File: src/hdl/keyed_fifo_with_cancel_macros.svh
// Assertion macros for the keyed queue top level.
// No dependencies; include by bare file name from modules that assert.
`ifndef KEYED_FIFO_WITH_CANCEL_MACROS_SVH
`define KEYED_FIFO_WITH_CANCEL_MACROS_SVH

// Same-cycle implication, checked out of reset
`define KFC_ASSERT_NOW(label, clk, rstn, ante, cons, msg) \
    label: assert property (@(posedge clk) disable iff (!(rstn)) (ante) |-> (cons)) \
        else $error(msg);

// Next-cycle implication, checked out of reset
`define KFC_ASSERT_NEXT(label, clk, rstn, ante, cons, msg) \
    label: assert property (@(posedge clk) disable iff (!(rstn)) (ante) |=> (cons)) \
        else $error(msg);

`endif

File: src/hdl/kfc_pkg.sv
// Shared types and codes for the keyed queue with cancel.
// No dependencies; imported by the controller, datapath and top level.
package kfc_pkg;

    // Request operation codes
    typedef enum logic [1:0] {
        MODE_APPEND = 2'd0,
        MODE_CANCEL = 2'd1,
        MODE_CHECK  = 2'd2,
        MODE_CLEAR  = 2'd3
    } kfc_mode_t;

    // Result status codes
    typedef enum logic [1:0] {
        STAT_DONE = 2'd0,
        STAT_FULL = 2'd1,
        STAT_MISS = 2'd2
    } kfc_status_t;

    // Controller states
    typedef enum logic [1:0] {
        ST_IDLE    = 2'd0,
        ST_COMPARE = 2'd1,
        ST_APPLY   = 2'd2,
        ST_REPORT  = 2'd3
    } kfc_state_t;

    // Controller to datapath commands
    typedef struct packed {
        logic load;
        logic compare;
        logic apply;
        logic report;
    } kfc_cmd_t;

    // Datapath to controller status
    typedef struct packed {
        logic res_pending;
    } kfc_stat_t;

endpackage

File: src/hdl/kfc_ctrl.sv
// Sequencing state machine for the keyed queue: load, compare, apply, report.
// Depends on kfc_pkg for state, command and status types.
module kfc_ctrl
    import kfc_pkg::*;
(
    input  logic      aclk,
    input  logic      aresetn,
    input  logic      s_valid,
    output logic      s_ready,
    input  logic      m_ready,
    input  kfc_stat_t stat,
    output kfc_cmd_t  cmd
);

    kfc_state_t state_reg;
    kfc_state_t state_next;

    // State register
    always_ff @(posedge aclk) begin
        if (!aresetn) begin
            state_reg <= ST_IDLE;
        end else begin
            state_reg <= state_next;
        end
    end

    // Next state and commands
    always_comb begin
        state_next = state_reg;
        s_ready    = 1'b0;
        cmd        = '0;
        case (state_reg)
            ST_IDLE: begin
                s_ready = 1'b1;
                if (s_valid) begin
                    cmd.load   = 1'b1;
                    state_next = ST_COMPARE;
                end
            end
            ST_COMPARE: begin
                cmd.compare = 1'b1;
                state_next  = ST_APPLY;
            end
            ST_APPLY: begin
                cmd.apply  = 1'b1;
                state_next = ST_REPORT;
            end
            ST_REPORT: begin
                // hold until the result register is free
                if (!stat.res_pending || m_ready) begin
                    cmd.report = 1'b1;
                    state_next = ST_IDLE;
                end
            end
            default: begin
                state_next = ST_IDLE;
            end
        endcase
    end

endmodule

File: src/hdl/kfc_datapath.sv
// Key store, match compare, compaction shift and result register.
// Depends on kfc_pkg; driven by commands from kfc_ctrl.
module kfc_datapath
    import kfc_pkg::*;
#(
    parameter int DEPTH    = 16,
    parameter int KEY_BITS = 32,
    parameter int CNT_BITS = 5
) (
    input  logic                aclk,
    input  logic                aresetn,
    input  kfc_cmd_t            cmd,
    output kfc_stat_t           stat,
    input  kfc_mode_t           in_mode,
    input  logic [KEY_BITS-1:0] in_key,
    input  logic                m_ready,
    output logic                out_valid,
    output kfc_status_t         out_status,
    output logic                out_found,
    output logic [CNT_BITS-1:0] out_count,
    output logic                out_empty,
    output logic [KEY_BITS-1:0] out_front,
    output logic [KEY_BITS-1:0] out_rear
);

    localparam int IDX_BITS   = (DEPTH > 1) ? $clog2(DEPTH) : 1;
    localparam int SCAN_STEPS = $clog2(DEPTH);

    // Request registers
    kfc_mode_t           mode_reg;
    logic [KEY_BITS-1:0] key_reg;

    // Key store, front at index 0
    logic [KEY_BITS-1:0] entry_reg  [DEPTH];
    logic [KEY_BITS-1:0] entry_next [DEPTH];
    logic [KEY_BITS-1:0] upper      [DEPTH];
    logic [CNT_BITS-1:0] count_reg;
    logic [CNT_BITS-1:0] count_next;

    // Compare and outcome
    logic [DEPTH-1:0]    match_reg;
    logic [DEPTH-1:0]    match_next;
    logic [DEPTH-1:0]    shift_mask;
    logic                hit;
    logic                append_ok;
    kfc_status_t         status_reg;
    kfc_status_t         status_next;
    logic                found_reg;
    logic                found_next;

    // Result register
    logic                out_valid_reg;
    kfc_status_t         out_status_reg;
    logic                out_found_reg;
    logic [CNT_BITS-1:0] out_count_reg;
    logic                out_empty_reg;
    logic [KEY_BITS-1:0] out_front_reg;
    logic [KEY_BITS-1:0] out_rear_reg;
    logic [CNT_BITS-1:0] rear_pos;
    logic [IDX_BITS-1:0] rear_idx;

    assign hit       = |match_reg;
    assign append_ok = (count_reg != CNT_BITS'(DEPTH));

    // Capture the request
    always_ff @(posedge aclk) begin
        if (cmd.load) begin
            mode_reg <= in_mode;
            key_reg  <= in_key;
        end
    end

    // Compare every valid entry against the key
    always_comb begin
        for (int i = 0; i < DEPTH; i++) begin
            match_next[i] = (CNT_BITS'(i) < count_reg) && (entry_reg[i] == key_reg);
        end
    end

    always_ff @(posedge aclk) begin
        if (cmd.compare) begin
            match_reg <= match_next;
        end
    end

    // Mark the first match and everything behind it for the shift
    always_comb begin
        shift_mask = match_reg;
        for (int s = 0; s < SCAN_STEPS; s++) begin
            shift_mask = shift_mask | (shift_mask << (1 << s));
        end
    end

    // Neighbor taps for compaction
    genvar g;
    generate
        for (g = 0; g < DEPTH; g++) begin : g_tap
            if (g == DEPTH - 1) begin : g_last
                assign upper[g] = entry_reg[g];
            end else begin : g_mid
                assign upper[g] = entry_reg[g + 1];
            end
        end
    endgenerate

    // Next store contents: append at the rear or close the gap
    always_comb begin
        for (int i = 0; i < DEPTH; i++) begin
            entry_next[i] = entry_reg[i];
            if (mode_reg == MODE_APPEND && append_ok && count_reg == CNT_BITS'(i)) begin
                entry_next[i] = key_reg;
            end else if (mode_reg == MODE_CANCEL && shift_mask[i]) begin
                entry_next[i] = upper[i];
            end
        end
    end

    always_ff @(posedge aclk) begin
        if (cmd.apply) begin
            entry_reg <= entry_next;
        end
    end

    // Occupancy and outcome of the operation
    always_comb begin
        count_next  = count_reg;
        status_next = STAT_DONE;
        found_next  = 1'b0;
        case (mode_reg)
            MODE_APPEND: begin
                if (append_ok) begin
                    count_next = count_reg + CNT_BITS'(1);
                end else begin
                    status_next = STAT_FULL;
                end
            end
            MODE_CANCEL: begin
                if (hit) begin
                    count_next = count_reg - CNT_BITS'(1);
                    found_next = 1'b1;
                end else begin
                    status_next = STAT_MISS;
                end
            end
            MODE_CHECK: begin
                found_next = hit;
            end
            MODE_CLEAR: begin
                count_next = '0;
            end
            default: begin
                count_next = count_reg;
            end
        endcase
    end

    always_ff @(posedge aclk) begin
        if (!aresetn) begin
            count_reg <= '0;
        end else if (cmd.apply) begin
            count_reg <= count_next;
        end
    end

    always_ff @(posedge aclk) begin
        if (cmd.apply) begin
            status_reg <= status_next;
            found_reg  <= found_next;
        end
    end

    // Rear entry sits just below the count
    assign rear_pos = count_reg - CNT_BITS'(1);
    assign rear_idx = rear_pos[IDX_BITS-1:0];

    // Result valid: set on report, drop when taken
    always_ff @(posedge aclk) begin
        if (!aresetn) begin
            out_valid_reg <= 1'b0;
        end else if (cmd.report) begin
            out_valid_reg <= 1'b1;
        end else if (m_ready) begin
            out_valid_reg <= 1'b0;
        end
    end

    // Result payload from the updated queue
    always_ff @(posedge aclk) begin
        if (cmd.report) begin
            out_status_reg <= status_reg;
            out_found_reg  <= found_reg;
            out_count_reg  <= count_reg;
            out_empty_reg  <= (count_reg == '0);
            out_front_reg  <= (count_reg == '0) ? '0 : entry_reg[0];
            out_rear_reg   <= (count_reg == '0) ? '0 : entry_reg[rear_idx];
        end
    end

    assign stat.res_pending = out_valid_reg;
    assign out_valid        = out_valid_reg;
    assign out_status       = out_status_reg;
    assign out_found        = out_found_reg;
    assign out_count        = out_count_reg;
    assign out_empty        = out_empty_reg;
    assign out_front        = out_front_reg;
    assign out_rear         = out_rear_reg;

endmodule

File: src/hdl/keyed_fifo_with_cancel.sv
// Keyed FIFO with cancel: the result is valid once the request has passed compare, apply
// and report, later while an earlier result still waits untaken in the output register.
// One request at a time: capture, compare all entries, shift/update,
// then load the result register; the controller steps through these in order.
// A new request is taken while the previous result waits in its output register.
// Reset (aresetn low, synchronous) empties the queue and drops any pending result.
module keyed_fifo_with_cancel
    import kfc_pkg::*;
#(
    parameter int DEPTH    = 16,
    parameter int KEY_BITS = 32
) (
    input  logic                                          aclk,
    input  logic                                          aresetn,
    input  logic                                          s_axis_tvalid,
    output logic                                          s_axis_tready,
    // key
    input  logic [((KEY_BITS + 7) / 8) * 8 - 1:0]         s_axis_tdata,
    // mode
    input  logic [1:0]                                    s_axis_tuser,
    output logic                                          m_axis_tvalid,
    input  logic                                          m_axis_tready,
    // status, found, entry_count, is_empty, front_key, rear_key
    output logic [((4 + $clog2(DEPTH + 1) + 2 * KEY_BITS + 7) / 8) * 8 - 1:0]
                                                          m_axis_tdata
);

    `include "keyed_fifo_with_cancel_macros.svh"

    localparam int CNT_BITS    = $clog2(DEPTH + 1);
    localparam int M_DATA_BITS = ((4 + CNT_BITS + 2 * KEY_BITS + 7) / 8) * 8;

    kfc_cmd_t            cmd;
    kfc_stat_t           stat;
    kfc_status_t         res_status;
    logic                res_found;
    logic [CNT_BITS-1:0] res_count;
    logic                res_empty;
    logic [KEY_BITS-1:0] res_front;
    logic [KEY_BITS-1:0] res_rear;

    kfc_ctrl u_ctrl (
        .aclk    (aclk),
        .aresetn (aresetn),
        .s_valid (s_axis_tvalid),
        .s_ready (s_axis_tready),
        .m_ready (m_axis_tready),
        .stat    (stat),
        .cmd     (cmd)
    );

    kfc_datapath #(
        .DEPTH    (DEPTH),
        .KEY_BITS (KEY_BITS),
        .CNT_BITS (CNT_BITS)
    ) u_datapath (
        .aclk       (aclk),
        .aresetn    (aresetn),
        .cmd        (cmd),
        .stat       (stat),
        .in_mode    (kfc_mode_t'(s_axis_tuser)),
        .in_key     (s_axis_tdata[KEY_BITS-1:0]),
        .m_ready    (m_axis_tready),
        .out_valid  (m_axis_tvalid),
        .out_status (res_status),
        .out_found  (res_found),
        .out_count  (res_count),
        .out_empty  (res_empty),
        .out_front  (res_front),
        .out_rear   (res_rear)
    );

    // Pack result fields, lowest first, zero padded to whole bytes
    assign m_axis_tdata = M_DATA_BITS'({res_rear, res_front, res_empty, res_count,
                                        res_found, res_status});

    // One request in flight at a time
    `KFC_ASSERT_NEXT(a_single_request, aclk, aresetn, s_axis_tvalid && s_axis_tready, !s_axis_tready, "request accepted while another is in flight")

    // Never overwrite a result that has not been taken
    `KFC_ASSERT_NOW(a_no_overwrite, aclk, aresetn, cmd.report, !m_axis_tvalid || m_axis_tready, "result register overwritten while pending")

    // A refused append only happens on a full queue
    `KFC_ASSERT_NOW(a_full_refusal, aclk, aresetn, m_axis_tvalid && res_status == STAT_FULL, res_count == CNT_BITS'(DEPTH) && !res_found, "append refused below full occupancy")

    // Occupancy never exceeds the depth
    `KFC_ASSERT_NOW(a_count_bound, aclk, aresetn, m_axis_tvalid, res_count <= CNT_BITS'(DEPTH) && res_empty == (res_count == '0), "reported occupancy out of range")

endmodule
File: config.mk
export PLATFORM = sky130hd
export DESIGN_NAME = keyed_fifo_with_cancel
export DESIGN_NICKNAME = d
export VERILOG_FILES = /design/src/hdl/kfc_pkg.sv /design/src/hdl/kfc_ctrl.sv /design/src/hdl/kfc_datapath.sv /design/src/hdl/keyed_fifo_with_cancel.sv
export VERILOG_INCLUDE_DIRS = /design/src /design/src/hdl
export SDC_FILE = /design/constraint.sdc
export NUM_CORES = 2
export LEC_CHECK = 0
export BUFFER_PORTS_ARGS = -buffer_cell sky130_fd_sc_hd__buf_2
export CORE_UTILIZATION = 35
export DETAILED_ROUTE_END_ITERATION = 8
export PLACE_DENSITY = 0.46
export SYNTH_ARGS = -nofsm -noshare
export SYNTH_HDL_FRONTEND = slang
export SYNTH_SLANG_ARGS = --single-unit
File: constraint.sdc
create_clock -name aclk -period 10.9 [get_ports aclk]
set_input_delay 2.725 -clock aclk [delete_from_list [all_inputs] [get_ports aclk]]
set_output_delay 2.725 -clock aclk [all_outputs]
set_load 0.05 [all_outputs]
Word level (Yosys, flattened, before mapping)
Index checks and enable logic that the tools add are counted.

Output and inout bits: 82. Input port bits: 38. Bits in latches: 0. RAM bits: 0. Register bits: 646. Bits in read-only memories: 0. Memories: 0. Word-level logic and storage cells: 238.

Magnitude comparators: 17. Muxes and demuxes: 53. Bitwise logic cells: 5. Add/subtract/negate cells: 2. Div/mod/pow operators: 0. Reductions and logical operators: 89. Multipliers: 0. Shifts and indexed selects: 0. Equality and inequality tests: 42.

Operator list (number): $mux W32 (32); $eq A32 B32 Y1 (16); $bmux W32 S4 (1); $or A15 B15 Y15 (4); $logic_and A1 B1 Y1 (48); $eq A5 B4 Y1 const B (8); $lt A4 B5 Y1 const A (8); $reduce_and A2 Y1 (17); $reduce_bool A2 Y1 (16); $eq A5 B3 Y1 const B (4); $lt A3 B5 Y1 const A (4); $reduce_or A16 Y1 (1); $pmux W5 S3 (1); $mux W1 (11); $eq A5 B2 Y1 const B (2); $lt A1 B5 Y1 const A (2); $lt A2 B5 Y1 const A (2); $mux W5 (2); $eq A2 B2 Y1 const B (4); $pmux W2 S4 (1); $mux W2 (3); $ne A2 B1 Y1 const B (3); $add A5 B1 Y5 const B (1); $eq A5 B1 Y1 const B (1); 14 further kinds (16).

Longest topological paths before layout
Depth after elaboration: 7. Mapped depth: 11.

Hierarchy
From an unflattened synthesis, not the netlist that was laid out.

Cell total of the unflattened synthesis: 2486. Area total of the unflattened synthesis: 36263.5 um^2.

By module, submodules not included: kfc_datapath (cells each 2457, times used 1, area an instance 36022.0 um^2); kfc_ctrl (cells each 19, times used 1, area an instance 170.2 um^2); keyed_fifo_with_cancel (cells each 10, times used 1, area an instance 71.3 um^2).

Worst setup path before layout
No wires, ideal clock.

Kind: in2reg. From: input m_axis_tready. To: register u_datapath.out_count_reg[0] (netlist: u_datapath.out_count[0]), enable pin. Data arrival time: 6.029 ns. Library setup time: 0.513 ns. Slack: 4.358 ns. Data required time: 10.387 ns. Cell stages on the path: 2. Cells stage by stage: nor2b_1 > nor2b_1.

RTL lines: from (decl) (line keyed_fifo_with_cancel.sv:22) `input logic m_axis_tready,`; to (signal assigned) (line kfc_datapath.sv:192) `out_count_reg <= count_reg;`; to (decl) (line kfc_datapath.sv:55) `logic [CNT_BITS-1:0] out_count_reg;`.

Worst setup path in the final report
From: register u_ctrl.state_reg[0]. To: output s_axis_tready.

Word-level cells in the longest chain between the ends: 2.

Ends and longest elaborated chain: from (decl) (line kfc_ctrl.sv:15) `kfc_state_t state_reg;`; from (signal assigned) (line kfc_ctrl.sv:23) `state_reg <= state_next;`; $logic_not A2 Y1 (line kfc_ctrl.sv:32) `case (state_reg)`; $mux W1 (line kfc_ctrl.sv:32); to (decl) (line keyed_fifo_with_cancel.sv:16) `output logic s_axis_tready,`.

Every way passes these cells.

==> impl_results.md <==
- Clock Latency Late Sink: 0.65 ns
- Sequential fraction of design power: 36.2%
- Die height: 324.1 µm
- First-pass GRT wire length: 179,700 µm
- Hold Buf Count CTS: 0
- Final design utilization: 39.91%
- Number of buffers created by CTS: 80
- Initial antenna violation count: 0
- Leak Pwr: 13.42 nW
- Final net count: 2,576
- Top delay family on crit path: buffers and inverters
- Crit-path max FO: 4
- Clock skew: 0.02650 ns
- Comb power frac: 35.6%
- Critical Path Source: u_ctrl.state_reg[0]$_SDFFE_PN0P_
- Slew @ Worst Pin: 1.340 ns
- H-tree depth: 3
- Layout cells sized above 1: 35.85%
- Tot Pwr: 9.271 mW
- GRT Total Usage: 24.48%
- Via/cell ratio: 5.615
- Max VDD drop: 0.1415 mV
- Io pins: 120
- Status: complete, no violations
- Chip width: 324.1 µm
- CP Data Required Time: 8.18 ns
- Grt ovf: 0
- Post-route ant nets: 0
- Pin count of the biggest net entering global routing: 67
- Sequential area share after synthesis: 53.20%
- Fin cells: 3,953
- Register bit total from synthesis: 646
- Max-slew violation count: 0
- Post-synth top flop: edfxtp_1
- Final WL: 128,600 µm
- Core box area: 0.1023 mm²
- DRC viols: 0
- Post-synth ARST share: 0%
- Largest register FFs: 512
- NetSw: 3.492 mW
- Placed cell area: 0.03834 mm²
- Fmax: 232.9 MHz
- Worst path max stage delay: 0.33 ns
- Post-cts gate resize count: 0
- Final worst slack: 6.605 ns
- Synth Warn #: 0
- Int Power: 5.779 mW
- Clock group share of total power: 28.2%
- Hold WC Path Type: flop to flop
- DP Wirelength: 93,320 µm
- Bufs and invs on worst path: 2
- Tmin final: 4.295 ns
- PwrDens: 227.0 mW/mm²
- Worst hold slack: 0.4344 ns
- Max_slew headroom: 10.42%
- Final TNS setup: 0 ns
- Placed insts: 3,811
- Final Hold Fails: 0
- Vias: 22,198
- Iter 0 DRT Violations: 2,221
- Slowest-stage cell, CP: dfxtp_1
- Design area: 0.04084 mm²
- Worst setup SP type: flop
- # Max-Cap Violations: 0
- Clock Path Buffers: 3
- Worst r2r src: u_datapath.count_reg[3]$_SDFFE_PN0P_
- Unrepaired setup endpoints after global routing: no
- Root Driver: clkbuf_16
- Initial Utilization: 35.48%
- Core Rows: 117
- Count of different cell masters after synthesis: 46
- Vias in the first global route: 22,359
- Total setup buffers inserted after CTS: 0
- Final-report setup violation count: 0
- Router iterations before antenna repair: 5
- CP endpoint kind: output pin
- Critical-path cell list: inv_1, ha_1, buf_2
- Avg WL per Cell: 32.53 µm
- Worst setup path class: flop to output pin
- Clock sinks: 646
- Final period util: 39.40%
- Syn avg cell area: 14.56 µm²
- TritonCTS clock tree: yes
- P&R area growth vs syn: 12.47%
- Post-synth EDFFs: 638
- Number of port buffers: 112
- Switching part of the total: 37.66%
- Gpl congestion: 0.8762
- Post-synthesis cell area: 0.03631 mm²
- Hold Path Origin: u_datapath.status_reg[1]$_DFFE_PN_
- Gate Count Post-Synth: 2,493
- Reg clk slew, reported paths: 0.05 ns
- Pre-CTS setup slack: 6.605 ns
- Worst EP arrival: 1.57 ns
- Die area: 0.1050 mm²
## final timing paths
kind / end / slack (ns) / cells past startpoint
max reg2reg: u_datapath.entry_reg[99]$_DFFE_PP_ / 6.69 / 5
max: s_axis_tready / 6.61 / 3
min: u_datapath.out_status[1]$_DFFE_PP_ / 0.43 / 0
min reg2reg: u_datapath.out_status[1]$_DFFE_PP_ / 0.43 / 0
## final cells by class
cell class,count,area (µm²)
sequential,646,19320
timing repair buffer,185,1109
antenna,2,5.005
multi-input combinational,1597,16150
tap,1368,1712
inverter,15,56.30
clock buffer,103,2195
clock inverter,37,295.3
fill,9561,61490
## layer usage
layer | GRT usage [%] | part of all wire, % | wire (µm)
met5 | 0 | 0 | 0
met4 | 9.245 | 4.0 | 5198
met3 | 2.922 | 4.6 | 5869
met2 | 40.75 | 49 | 62440
met1 | 32.59 | 43 | 55100
## worst register-to-register path, cell delays in order, from the launching register on
cell and delay (ns):
dfxtp_1 0.90, and2_0 0.35, nand2_1 0.18, nor2_4 0.94, o21ai_0 0.34, a21oi_4 1.05
## Yosys cell counts, drive strengths merged, types with 5 or more instances
| master | n | area share [%] |
|---|---|---|
| edfxtp | 638 | 53 |
| mux2 | 480 | 15 |
| xor2 | 337 | 8.1 |
| xnor2 | 177 | 4.3 |
| clkbuf | 141 | 1.5 |
| mux4 | 128 | 7.9 |
| buf | 100 | 1.3 |
| nor4 | 94 | 1.6 |
| mux2i | 66 | 1.8 |
| nand4 | 55 | 0.95 |
| and2 | 38 | 0.65 |
| o22ai | 33 | 0.57 |
| nor2 | 30 | 0.31 |
| nand3 | 22 | 0.30 |
| nor3 | 21 | 0.33 |
| nand2 | 19 | 0.20 |
| inv | 14 | 0.14 |
| ha | 13 | 0.45 |
| a21oi | 12 | 0.17 |
| o21ai | 9 | 0.16 |
| dfxtp | 8 | 0.44 |
| nor2b | 7 | 0.12 |
| o21a | 7 | 0.14 |
| a2111oi | 6 | 0.14 |
| a21boi | 5 | 0.10 |
| or4 | 5 | 0.12 |
## power groups by stage
stage | clock network [mW] | registers, mW | logic [mW]
CTS | 2.67 | 3.36 | 3.32
global placement | 0 | 3.41 | 3.31
floorplan | 0 | 3.40 | 2.00
finish | 2.61 | 3.36 | 3.30
detailed placement | 0 | 3.41 | 3.31
global route | 2.75 | 3.39 | 3.45
## kinds of logic (layout without fill, tap and decap cells)
family	count (synthesis)	in the layout	synth area share, %
flip-flops	646	646	53.20
multiplexers	674	674	24.65
adder cells (fa/ha/maj)	13	13	0.4480
XOR/XNOR	514	514	12.40
AND/OR/NAND/NOR	304	304	4.838
other	1	9	0.01033
AO/OA/AOI/OAI	85	85	1.561
buffers and inverters	256	340	2.895
## cells in the final DEF (no fill, tap or decap), types with 19 or more instances in the layout
master     netlist  routed
nor4_1          94      94
clkbuf_16        0      85
mux2i_1         66      66
clkinv_1         1      21
nand4_1         55      55
and2_1          37      35
xor2_1         337     336
edfxtp_1       638     638
xnor2_1        177     177
nand2_1         19      19
o22ai_1         33      33
nand3_1         22      20
nor2_1          30      25
mux4_2         128     128
mux2_2         480     480
buf_4            9      73
buf_2           45     112
Power figures use the tool's default switching activity.
